File: config.mk
export PLATFORM = sky130hd
export DESIGN_NAME = tiled_pattern_fill
export DESIGN_NICKNAME = d
export VERILOG_FILES = /design/src/rtl/tpf_pkg.sv /design/src/rtl/tiled_pattern_fill.sv /design/src/rtl/tpf_regs.sv /design/src/rtl/tpf_fill.sv /design/src/rtl/tpf_out.sv
export SDC_FILE = /design/constraint.sdc
export NUM_CORES = 1
export LEC_CHECK = 0
export BUFFER_PORTS_ARGS = -buffer_cell sky130_fd_sc_hd__buf_2
export CORE_MARGIN = 5
export CORE_UTILIZATION = 29
export CTS_CLUSTER_SIZE = 8
export DETAILED_ROUTE_END_ITERATION = 16
export SLEW_MARGIN = 20
export SYNTH_ARGS = -nofsm -noshare
export SYNTH_HDL_FRONTEND = slang
export SYNTH_SLANG_ARGS = --single-unit
File: constraint.sdc
create_clock -name clk -period 13.3 [get_ports clk]
set_input_delay 1.33 -clock clk [delete_from_list [all_inputs] [get_ports clk]]
set_output_delay 1.33 -clock clk [all_outputs]
set_load 0.1 [all_outputs]
File: src/rtl/tpf_pkg.sv
// Package with the constants, register codes and shared types of the tiled pattern fill.
`timescale 1ns / 1ps
`default_nettype none
package tpf_pkg;

  localparam int CANVAS_WIDTH  = 800;
  localparam int CANVAS_HEIGHT = 480;
  localparam int PATTERN_COLS  = 4;
  localparam int PATTERN_ROWS  = 2;

  localparam int ADDR_W  = 19;
  localparam int COORD_W = 11;
  localparam int TILE_W  = 10;
  localparam int IDX_W   = 3;
  localparam int COLOR_W = 8;
  localparam int PADDR_W = 6;
  localparam int PDATA_W = 64;

  localparam logic [IDX_W-1:0] REG_ORIGIN_X    = 3'd0;
  localparam logic [IDX_W-1:0] REG_ORIGIN_Y    = 3'd1;
  localparam logic [IDX_W-1:0] REG_AREA_WIDTH  = 3'd2;
  localparam logic [IDX_W-1:0] REG_AREA_HEIGHT = 3'd3;
  localparam logic [IDX_W-1:0] REG_TILE_WIDTH  = 3'd4;
  localparam logic [IDX_W-1:0] REG_TILE_HEIGHT = 3'd5;
  localparam logic [IDX_W-1:0] REG_COLOR_TABLE = 3'd6;

  typedef struct packed {
    logic [COORD_W-1:0] origin_x;
    logic [COORD_W-1:0] origin_y;
    logic [COORD_W-1:0] area_width;
    logic [COORD_W-1:0] area_height;
    logic [TILE_W-1:0]  tile_width;
    logic [TILE_W-1:0]  tile_height;
    logic [63:0]        color_table;
  } cfg_t;

  typedef struct packed {
    logic [ADDR_W-1:0]  pixel_address;
    logic [COLOR_W-1:0] pixel_color;
    logic               last_pixel;
  } pix_t;

endpackage
`default_nettype wire

File: src/rtl/tiled_pattern_fill.sv
// Top level of the tiled pattern fill engine.
//
// Each input transaction on the s_ channel is a tick: s_tdata bit 0 set restarts the
// fill at its first pixel, clear advances it by one pixel. A tick gives at most one
// pixel write on the m_ channel, with the canvas address and colour in m_tdata and
// m_tlast marking the final pixel of the fill. Ticks while no fill runs, or when the
// clipped area is empty, give no write.
// The result of an accepted tick appears in the output register in the next cycle.
// One tick is accepted in every cycle while the output register is empty or is being
// emptied in the same cycle, so a fill streams at one pixel per clock.
// When the receiver stalls, the held write stays in the output register and s_tready
// falls until it is taken; nothing is lost or repeated.
// Reset clears the fill state and the output register and loads the register defaults
// (tile sizes 100, all else zero). Registers sit at byte address 8*i; the user must
// write them via the APB-style port only while idle; the block does not enforce this.
`timescale 1ns / 1ps
`default_nettype none
module tiled_pattern_fill (
  input  wire logic                        clk,
  input  wire logic                        rst,
  input  wire logic                        s_tvalid,
  output logic                             s_tready,
  input  wire logic [7:0]                  s_tdata,  // [0] start_req, [7:1] zero
  output logic                             m_tvalid,
  input  wire logic                        m_tready,
  output logic      [31:0]                 m_tdata,  // [18:0] pixel_address,
                                                     // [26:19] pixel_color, [31:27] zero
  output logic                             m_tlast,
  input  wire logic                        psel,
  input  wire logic                        penable,
  input  wire logic                        pwrite,
  input  wire logic [tpf_pkg::PADDR_W-1:0] paddr,
  input  wire logic [tpf_pkg::PDATA_W-1:0] pwdata,
  output logic      [tpf_pkg::PDATA_W-1:0] prdata,
  output logic                             pready
);
  import tpf_pkg::*;

  cfg_t cfg;
  pix_t res, held;
  logic step, res_valid, can_take;

  assign s_tready = can_take;
  assign step     = s_tvalid & s_tready;

  tpf_regs u_regs (
    .clk     (clk),
    .rst     (rst),
    .psel    (psel),
    .penable (penable),
    .pwrite  (pwrite),
    .paddr   (paddr),
    .pwdata  (pwdata),
    .prdata  (prdata),
    .pready  (pready),
    .cfg     (cfg)
  );

  tpf_fill u_fill (
    .clk       (clk),
    .rst       (rst),
    .cfg       (cfg),
    .step      (step),
    .start_req (s_tdata[0]),
    .res_valid (res_valid),
    .res       (res)
  );

  tpf_out u_out (
    .clk       (clk),
    .rst       (rst),
    .load      (res_valid),
    .pix_in    (res),
    .can_take  (can_take),
    .out_valid (m_tvalid),
    .out_ready (m_tready),
    .pix_out   (held)
  );

  assign m_tdata = {5'b0, held.pixel_color, held.pixel_address};
  assign m_tlast = held.last_pixel;

endmodule
`default_nettype wire

File: src/rtl/tpf_regs.sv
// Configuration register bank with its APB-style access port.
`timescale 1ns / 1ps
`default_nettype none
module tpf_regs (
  input  wire logic                        clk,
  input  wire logic                        rst,
  input  wire logic                        psel,
  input  wire logic                        penable,
  input  wire logic                        pwrite,
  input  wire logic [tpf_pkg::PADDR_W-1:0] paddr,
  input  wire logic [tpf_pkg::PDATA_W-1:0] pwdata,
  output logic      [tpf_pkg::PDATA_W-1:0] prdata,
  output logic                             pready,
  output tpf_pkg::cfg_t                    cfg
);
  import tpf_pkg::*;

  logic [IDX_W-1:0] reg_index;
  logic             wr_en;

  assign pready    = 1'b1;
  assign reg_index = paddr[PADDR_W-1:3];
  assign wr_en     = psel & penable & pwrite & pready;

  always_ff @(posedge clk) begin
    if (rst) begin
      cfg.origin_x    <= '0;
      cfg.origin_y    <= '0;
      cfg.area_width  <= '0;
      cfg.area_height <= '0;
      cfg.tile_width  <= TILE_W'(100);
      cfg.tile_height <= TILE_W'(100);
      cfg.color_table <= '0;
    end else if (wr_en) begin
      unique case (reg_index)
        REG_ORIGIN_X:    cfg.origin_x    <= pwdata[COORD_W-1:0];
        REG_ORIGIN_Y:    cfg.origin_y    <= pwdata[COORD_W-1:0];
        REG_AREA_WIDTH:  cfg.area_width  <= pwdata[COORD_W-1:0];
        REG_AREA_HEIGHT: cfg.area_height <= pwdata[COORD_W-1:0];
        REG_TILE_WIDTH:  cfg.tile_width  <= pwdata[TILE_W-1:0];
        REG_TILE_HEIGHT: cfg.tile_height <= pwdata[TILE_W-1:0];
        REG_COLOR_TABLE: cfg.color_table <= pwdata;
        default: ;
      endcase
    end
  end

  always_comb begin
    unique case (reg_index)
      REG_ORIGIN_X:    prdata = PDATA_W'(cfg.origin_x);
      REG_ORIGIN_Y:    prdata = PDATA_W'(cfg.origin_y);
      REG_AREA_WIDTH:  prdata = PDATA_W'(cfg.area_width);
      REG_AREA_HEIGHT: prdata = PDATA_W'(cfg.area_height);
      REG_TILE_WIDTH:  prdata = PDATA_W'(cfg.tile_width);
      REG_TILE_HEIGHT: prdata = PDATA_W'(cfg.tile_height);
      REG_COLOR_TABLE: prdata = cfg.color_table;
      default:         prdata = '0;
    endcase
  end

endmodule
`default_nettype wire

File: src/rtl/tpf_fill.sv
// Fill position counters and the per-pixel address and colour logic.
`timescale 1ns / 1ps
`default_nettype none
module tpf_fill (
  input  wire logic          clk,
  input  wire logic          rst,
  input  wire tpf_pkg::cfg_t cfg,
  input  wire logic          step,
  input  wire logic          start_req,
  output logic               res_valid,
  output tpf_pkg::pix_t      res
);
  import tpf_pkg::*;

  logic [COORD_W-1:0] offset_x, offset_y;
  logic [TILE_W-1:0]  block_pixel_x, block_pixel_y;
  logic [IDX_W-1:0]   column_index, row_index;
  logic [ADDR_W-1:0]  row_base_address;
  logic               fill_active;

  logic [COORD_W-1:0] offset_x_next, offset_y_next;
  logic [TILE_W-1:0]  block_pixel_x_next, block_pixel_y_next;
  logic [IDX_W-1:0]   column_index_next, row_index_next;
  logic [ADDR_W-1:0]  row_base_address_next;
  logic               fill_active_next;

  logic               start;
  logic               active;
  logic [21:0]        start_base;
  logic [COORD_W-1:0] avail_x, avail_y, eff_w, eff_h;
  logic [COORD_W-1:0] cur_ox, cur_oy;
  logic [TILE_W-1:0]  cur_bx, cur_by, bx_inc, by_inc, tw, th;
  logic [IDX_W-1:0]   cur_col, cur_row;
  logic [ADDR_W-1:0]  cur_base;
  logic [COORD_W:0]   ox_inc, oy_inc;
  logic [IDX_W:0]     col_inc, row_inc;
  logic [5:0]         lane_sum;
  logic [IDX_W-1:0]   lane;
  logic               in_bounds, produce, last;

  assign start      = step & start_req;
  assign active     = start | fill_active;
  assign start_base = 22'(cfg.origin_y) * 22'(CANVAS_WIDTH) + 22'(cfg.origin_x);

  assign avail_x = (cfg.origin_x < COORD_W'(CANVAS_WIDTH))
                   ? COORD_W'(CANVAS_WIDTH) - cfg.origin_x : '0;
  assign avail_y = (cfg.origin_y < COORD_W'(CANVAS_HEIGHT))
                   ? COORD_W'(CANVAS_HEIGHT) - cfg.origin_y : '0;
  assign eff_w   = (cfg.area_width < avail_x) ? cfg.area_width : avail_x;
  assign eff_h   = (cfg.area_height < avail_y) ? cfg.area_height : avail_y;
  assign tw      = (cfg.tile_width == '0) ? TILE_W'(1) : cfg.tile_width;
  assign th      = (cfg.tile_height == '0) ? TILE_W'(1) : cfg.tile_height;

  assign cur_ox   = start ? '0 : offset_x;
  assign cur_oy   = start ? '0 : offset_y;
  assign cur_bx   = start ? '0 : block_pixel_x;
  assign cur_by   = start ? '0 : block_pixel_y;
  assign cur_col  = start ? '0 : column_index;
  assign cur_row  = start ? '0 : row_index;
  assign cur_base = start ? start_base[ADDR_W-1:0] : row_base_address;

  assign ox_inc  = {1'b0, cur_ox} + 1'b1;
  assign oy_inc  = {1'b0, cur_oy} + 1'b1;
  assign bx_inc  = cur_bx + 1'b1;
  assign by_inc  = cur_by + 1'b1;
  assign col_inc = {1'b0, cur_col} + 1'b1;
  assign row_inc = {1'b0, cur_row} + 1'b1;

  assign in_bounds = (cur_ox < eff_w) && (cur_oy < eff_h);
  assign produce   = step & active & in_bounds;
  assign last      = (ox_inc >= {1'b0, eff_w}) && (oy_inc >= {1'b0, eff_h});

  assign lane_sum = 6'(cur_row) * 6'(PATTERN_COLS) + 6'(cur_col);
  assign lane     = lane_sum[IDX_W-1:0];

  assign res_valid         = produce;
  assign res.pixel_address = cur_base + ADDR_W'(cur_ox);
  assign res.pixel_color   = cfg.color_table[{lane, 3'b000} +: COLOR_W];
  assign res.last_pixel    = last;

  always_comb begin
    offset_x_next         = cur_ox;
    offset_y_next         = cur_oy;
    block_pixel_x_next    = cur_bx;
    block_pixel_y_next    = cur_by;
    column_index_next     = cur_col;
    row_index_next        = cur_row;
    row_base_address_next = cur_base;
    fill_active_next      = produce & ~last;
    if (produce) begin
      if (ox_inc < {1'b0, eff_w}) begin
        offset_x_next = ox_inc[COORD_W-1:0];
        if (bx_inc >= tw) begin
          block_pixel_x_next = '0;
          column_index_next  = (col_inc >= (IDX_W+1)'(PATTERN_COLS)) ? '0
                               : col_inc[IDX_W-1:0];
        end else begin
          block_pixel_x_next = bx_inc;
        end
      end else begin
        offset_x_next         = '0;
        block_pixel_x_next    = '0;
        column_index_next     = '0;
        offset_y_next         = oy_inc[COORD_W-1:0];
        row_base_address_next = cur_base + ADDR_W'(CANVAS_WIDTH);
        if (by_inc >= th) begin
          block_pixel_y_next = '0;
          row_index_next     = (row_inc >= (IDX_W+1)'(PATTERN_ROWS)) ? '0
                               : row_inc[IDX_W-1:0];
        end else begin
          block_pixel_y_next = by_inc;
        end
      end
    end
  end

  always_ff @(posedge clk) begin
    if (rst) begin
      offset_x         <= '0;
      offset_y         <= '0;
      block_pixel_x    <= '0;
      block_pixel_y    <= '0;
      column_index     <= '0;
      row_index        <= '0;
      row_base_address <= '0;
      fill_active      <= 1'b0;
    end else if (step && active) begin
      offset_x         <= offset_x_next;
      offset_y         <= offset_y_next;
      block_pixel_x    <= block_pixel_x_next;
      block_pixel_y    <= block_pixel_y_next;
      column_index     <= column_index_next;
      row_index        <= row_index_next;
      row_base_address <= row_base_address_next;
      fill_active      <= fill_active_next;
    end
  end

endmodule
`default_nettype wire

File: src/rtl/tpf_out.sv
// Output register that holds one pixel write until the receiver takes it.
`timescale 1ns / 1ps
`default_nettype none
module tpf_out (
  input  wire logic          clk,
  input  wire logic          rst,
  input  wire logic          load,
  input  wire tpf_pkg::pix_t pix_in,
  output logic               can_take,
  output logic               out_valid,
  input  wire logic          out_ready,
  output tpf_pkg::pix_t      pix_out
);
  import tpf_pkg::*;

  assign can_take = ~out_valid | out_ready;

  always_ff @(posedge clk) begin
    if (rst) begin
      out_valid <= 1'b0;
    end else if (load) begin
      out_valid <= 1'b1;
    end else if (out_ready) begin
      out_valid <= 1'b0;
    end
  end

  always_ff @(posedge clk) begin
    if (load) begin
      pix_out <= pix_in;
    end
  end

endmodule
`default_nettype wire
==> results of run 1 <==
==> sequential cells by signal (all words and copies together), names as in the netlist <==
name / cells
u_fill.row_base_address: 19
u_fill.offset_x: 11
u_fill.offset_y: 11
u_fill.block_pixel_y: 10
u_out.out_valid: 1
u_out.pix_out: 28
u_fill.block_pixel_x: 10
u_regs.cfg: 128
u_fill.fill_active: 1
u_fill.row_index: 3
u_fill.column_index: 3
==> synthesized netlist by cell type (9+ instances only) <==
master | count | area (um^2)
o21ai_0 | 51 | 255
nor3b_1 | 9 | 67.6
a221oi_2 | 12 | 180
nand2_1 | 300 | 1130
nor2_1 | 169 | 634
a21o_1 | 26 | 195
inv_1 | 103 | 387
o221ai_1 | 10 | 87.6
edfxtp_1 | 28 | 841
dfxtp_1 | 197 | 3940
xnor2_1 | 52 | 455
and2_1 | 20 | 125
a31oi_1 | 20 | 125
a32oi_1 | 10 | 87.6
nand4_1 | 19 | 119
mux2i_1 | 75 | 751
nand3_1 | 69 | 345
clkbuf_1 | 91 | 342
buf_1 | 12 | 45.0
a211o_1 | 13 | 114
a211oi_1 | 20 | 150
mux2_2 | 12 | 135
nor2b_1 | 13 | 81.3
o211ai_1 | 12 | 90.1
buf_2 | 11 | 55.1
ha_1 | 146 | 1830
and3_1 | 64 | 400
nor3_1 | 33 | 165
xor2_1 | 27 | 236
nand2b_1 | 14 | 87.6
o21a_1 | 17 | 128
a22oi_1 | 9 | 67.6
a21oi_1 | 143 | 716
==> per-layer routing <==
layer	vias to the layer above	wire (um)
met5	-	0
met4	0	1590
met3	90	2810
met2	474	24000
met1	7209	23700
li1	7241	-
==> logic make-up after synthesis <==
group / count (synthesis)
simple gates: 757
mux: 94
compound gates: 441
flops: 225
fa+ha+maj: 155
other cells: 2
buf+inv: 227
xor+xnor: 79
==> worst paths after layout <==
kind | from | endpoint | slack, ps | cells past startpoint
setup / recovery | u_regs.cfg[117]$_SDFFE_PP0P_ | u_fill.offset_y[2]$_SDFFE_PP0P_ | 5910 | 24
hold / removal | u_fill.row_index[2]$_SDFFE_PP0P_ | u_fill.row_index[2]$_SDFFE_PP0P_ | 460 | 1
setup reg to reg | u_regs.cfg[117]$_SDFFE_PP0P_ | u_fill.offset_y[2]$_SDFFE_PP0P_ | 5910 | 24
hold reg to reg | u_fill.row_index[2]$_SDFFE_PP0P_ | u_fill.row_index[2]$_SDFFE_PP0P_ | 460 | 1
==> stage by stage <==
step / hold WS [ps] / cells / total power (uW)
finish: 460 / 2797 / 1630
global route: 468 / 2797 / 1680
detailed placement: 442 / 2750 / 843
CTS: 450 / 2797 / 1640
floorplan: 428 / 1984 / 800
global placement: 433 / 2750 / 841
==> report_power, final <==
group          leakage (uW)  switching, uW  internal, uW
clock network      0.000460            319           476
registers           0.00185           5.24           693
logic               0.00561           97.3          36.5
==> placed cells by master (no fill, tap or decap), drive strengths merged, types with 9 or more instances in the layout <==
master    n
clkbuf   44
ha      146
xnor2    52
a211oi   21
a22oi     9
o211ai   13
and2     21
a221oi   16
and3     64
a31oi    20
nand4    19
o21ai    55
edfxtp   28
nand2   300
nor2b    13
a21o     26
inv     105
nor2    169
nand3    69
a21oi   145
nand2b   14
o221ai   10
nor3     33
a211o    14
dfxtp   197
mux2     12
nor3b     9
buf     186
xor2     27
mux2i    75
o21a     17
a32oi    10
==> layout make-up <==
type                            instances  share of cell area
Clock buffer                           44              0.0495
Clock inverter                          3             0.00204
Inverter                              103              0.0210
Multi-Input combinational cell       1532               0.566
Sequential cell                       225               0.260
Tap cell                              704              0.0479
Timing Repair Buffer                  186              0.0534
==> impl_metrics.tcl, run 1 <==
set metrics [dict create \
    yosys.cell_types.count 93 \
    tns_ps 0 \
    synth_xor_area_frac 0.0432 \
    irDropWorstVdd_mv 0.0820 \
    numCtsBuffers 34 \
    yosysWarnings 0 \
    worst_pin_slew_ps 1070 \
    core_area_mm2 0.0549 \
    antenna_found_initial 0 \
    synthFlopType "dfxtp_1" \
    cts_buffer_depth 3 \
    io_pins 185 \
    grt_pass1_vias 14500 \
    fin_crit_ps 7390 \
    skew_ps 28.6 \
    globalRouteMet3Util 0.0234 \
    power_density_mw_per_mm2 88.5 \
    crit_path_top_delay_cell "and2_1" \
    holdBufCountCts 0 \
    cp_top_family "compound AO/OA/AOI/OAI gates" \
    diodes 0 \
    synth_edf_count 28 \
    hold_violations 0 \
    ctsResizeCount 0 \
    seq_area_frac_synth 0.299 \
    grtUsageTotal 0.165 \
    top_usage_layer "met2" \
    route.detailed.drc 0 \
    cts.clk_slew.worst_paths_ps 50 \
    clock-sinks 225 \
    grt-ovfl-total 0 \
    max-cap-violations 0 \
    multi_input_area_mm2 0.0104 \
    dr.pass1.iters 6 \
    placed_area_mm2 0.0174 \
    cts_tree "yes" \
    crit_path_max_incr_delay_ps 870 \
    num_vias 15000 \
    async_flop_share 0 \
    rsz0062_at_grt "false" \
    ys_ff_latch 225 \
    grt_pass1_wl_um 81200 \
    grtUsageMet2 0.266 \
    place_congestion 0.893 \
    avgSynthCellArea_um2 8.09 \
    setup_viol 0 \
    crit_chain "or4_4 -> or2_1 -> a21oi_1 -> a21boi_0 -> a2111o_1 -> ha_1 -> a21oi_1 -> o21ai_0 -> a221o_1 -> nor2_1 -> buf_4 -> nor2_1 -> a21oi_1 -> ha_1 -> nor2b_1 -> o21ai_0 -> nand2b_1 -> a21oi_1 -> nor4b_1 -> a21bo_1 -> o21a_1 -> and2_1 -> nor3_1 -> a311oi_1" \
    via_per_inst 5.37 \
    netlist_area_mm2 0.0160 \
    place_ws_ps 5890 \
    drive_gt1_frac 0.136 \
    h-tree-depth 2 \
    slew_violations 0 \
    status "finished clean" \
    hp-class "reg2reg" \
    fin_area_mm2 0.0184 \
    routed_wl_um 52100 \
    hpwl_um 38600 \
    max-slew-margin-rel 0.287 \
    synth_cells 1980 \
    drtIter0Drc 1357 \
    nets 2321 \
    critPathMostFrequentCell "a21oi_1" \
    crit_fanout 21 \
    synth_fa_ha_area_frac 0.125 \
    n_fill_cell 5727 \
    synth_compound_area_frac 0.193 \
    yosys.area_share.simple 0.218 \
    avgRoutedWirePerCell_um 18.6 \
    post-route-period-util 0.556 \
    syn2layout_area_growth_pct 14.7 \
    critPathKind "reg2reg" \
    post_cts_buffers 0 \
    end_kind "register" \
    die-area_mm2 0.0601 \
    synth_top_family_by_area "simple AND/OR/NAND/NOR gates" \
    synthMuxAreaShare 0.0651 \
    final_core_util 0.335 \
    grt_max_degree 97 \
    critPathArrivalTime_ps 7820 \
    worst-path-buf-inv 1 \
    start_kind "register" \
    start_util 0.292 \
    p_leak_uw 0.00793 \
    detail-route-antenna-nets 0 \
    die_h_um 245 \
    fmaxAchievable_mhz 135 \
    ff_latch_area_mm2 0.00478 \
    portBuffers 168 \
    use_met1 0.230 \
    worst_slack_ps 5910 \
    die_x_um 245 \
    clock-root-buffer "clkbuf_16" \
    fp-row-count 86 \
    crit_required_ps 13730 \
    clk_latency_ps 530 \
]
No activity file was read; power rests on OpenSTA's default activity.
==> inputs of run 2 (changes only) <==
- clock period: 13.3 -> 7.2 ns (I/O delays scaled with it)
==> run 2 against run 1 <==
Register-to-register slack worse by 5400 ps; clock power up 94%; non-clock buffer count increased by 9; utilization rose by 0.18 points; power rose by 89%; sequential power up 85%; final cell count up 0.50%; critical path depth rose by 1; clock-buffer cell count up 5; largest cell class unchanged; highest routed layer is now met5.
==> impl_metrics.tcl, run 2 (synthesized netlist as in run 1, its figures left out) <==
set metrics [dict create \
    status "finished clean" \
    die_h_um 245 \
    grt-ovfl-total 0 \
    cts.clk_slew.worst_paths_ps 60 \
    grt_pass1_wl_um 82700 \
    portBuffers 168 \
    avgRoutedWirePerCell_um 18.9 \
    top_regs "u_regs.cfg: 128 flops, u_out.pix_out: 28 flops, u_fill.row_base_address: 19 flops" \
    final_cell_mix "nand2_1 (300), dfxtp_1 (197), nor2_1 (168), buf_2 (167), ha_1 (146)" \
    place_ws_ps 496 \
    cts_tree "yes" \
    post-route-period-util 0.922 \
    hold_slack_ps 438 \
    clock-root-buffer "clkbuf_16" \
    grt_pass1_vias 14700 \
    slew_violations 0 \
    die_x_um 245 \
    tns_ps 0 \
    fin_crit_ps 6640 \
    critPathMostFrequentCell "a21oi_1" \
    p_switching_uw 801 \
    h-tree-depth 2 \
    crit_fanout 32 \
    p_leak_uw 0.00798 \
    final_common_cell "nand2_1" \
    antenna_found_initial 1 \
    diodes 0 \
    intPower_uw 2280 \
    grt_max_degree 105 \
    power_density_mw_per_mm2 166 \
    worst_pin_slew_ps 1140 \
    holdBufCountCts 0 \
    die-area_mm2 0.0601 \
    end_kind "register" \
    power_frac_comb 0.081 \
    hold_violations 0 \
    critPathKind "reg2reg" \
    max-cap-violations 0 \
    skew_ps 30.9 \
    fp-row-count 86 \
    nets 2330 \
    fmaxAchievable_mhz 151 \
    hpwl_um 39000 \
    core_area_mm2 0.0549 \
    crit_path_max_incr_delay_ps 580 \
    num_vias 15100 \
    setup_viol 0 \
    worst_slack_ps 560 \
    start_kind "register" \
    route.detailed.drc 0 \
    io_pins 185 \
    clkPwrFrac 0.499 \
    crit_required_ps 7680 \
    detail-route-antenna-nets 0 \
    top_register "u_regs.cfg" \
    critPathArrivalTime_ps 7120 \
    swShare 0.260 \
    crit_path_top_delay_cell "or4_4" \
    clk_latency_ps 530 \
    cts_buffer_depth 3 \
    max-slew-margin-rel 0.234 \
    post_cts_buffers 0 \
    rsz0062_at_grt "false" \
    start_util 0.292 \
    routed_wl_um 53200 \
    dr.pass1.iters 6 \
    drtIter0Drc 1468 \
    numCtsBuffers 34 \
    largest_reg_flops 128 \
    irDropWorstVdd_mv 0.143 \
    via_per_inst 5.39 \
    place_congestion 0.914 \
    drive_gt1_frac 0.139 \
    syn2layout_area_growth_pct 15.3 \
    clock-sinks 225 \
    pwr-share-seq 0.419 \
    hp-class "in2reg" \
    grtUsageTotal 0.169 \
]
run 2: changes by cell type in the layout (fill, tap and decap cells not counted), sizes merged:
cell | before | now
buf | 186 | 195
clkbuf | 44 | 49
clkinv | 1 | 0
bufinv | 0 | 1
run 2: power groups by stage:
stage               registers (uW)  logic (uW)  clock network, uW
floorplan                     1320         162                  0
detailed placement            1310         246                  0
CTS                           1290         248               1560
finish                        1290         250               1540
global placement              1310         243                  0
global route                  1290         268               1610
run 2: final timing paths:
| kind | slack (ps) | cells after the start | end | from |
|---|---|---|---|---|
| setup / recovery | 560 | 25 | u_fill.block_pixel_x[6]$_SDFFE_PP0P_ | u_regs.cfg[118]$_SDFFE_PP0P_ |
| hold / removal | 440 | 3 | u_regs.cfg[13]$_SDFFE_PP0P_ | pwdata[13] |
| setup reg to reg | 560 | 25 | u_fill.block_pixel_x[6]$_SDFFE_PP0P_ | u_regs.cfg[118]$_SDFFE_PP0P_ |
| hold reg to reg | 470 | 1 | u_fill.row_index[2]$_SDFFE_PP0P_ | u_fill.row_index[2]$_SDFFE_PP0P_ |
run 2: metal layers:
metal,vias up,routed length [um],global-route usage
met3,103,2960,0.0231
li1,7269,-,-
met4,2,1610,0.0531
met1,7279,24100,0.235
met2,487,24500,0.272
met5,-,13,0
run 2: layout make-up:
type | instances | area (um^2)
repair buffers | 195 | 1050
clock buffers | 49 | 928
multi-input cells | 1532 | 10400
clock inverters | 3 | 58.8
well taps | 704 | 881
fillers | 5761 | 36400
inverters | 103 | 387
flip-flops and latches | 225 | 4780
run 2: critical path: cells and delay by family, from the launching register on:
kind,cells,cell delay [ps]
flops,1,390
compound gates,14,3500
simple gates,6,1430
fa+ha+maj,2,550
buf+inv,3,680
run 2: stage by stage:
step	total power, uW	util	area, um^2	cells
after global placement	1560	0.318	17500	2759
after detailed placement	1560	0.319	17500	2759
after floorplan	1480	-	16000	1984
final	3080	0.337	18500	2811
after CTS	3100	0.337	18500	2811
after global routing	3170	0.337	18500	2811
run 2: what timing repair did:
action,in CTS,in global routing
hold endpoints to repair,0,0
gates resized for setup,0,2
endpoints found under the setup margin,0,7
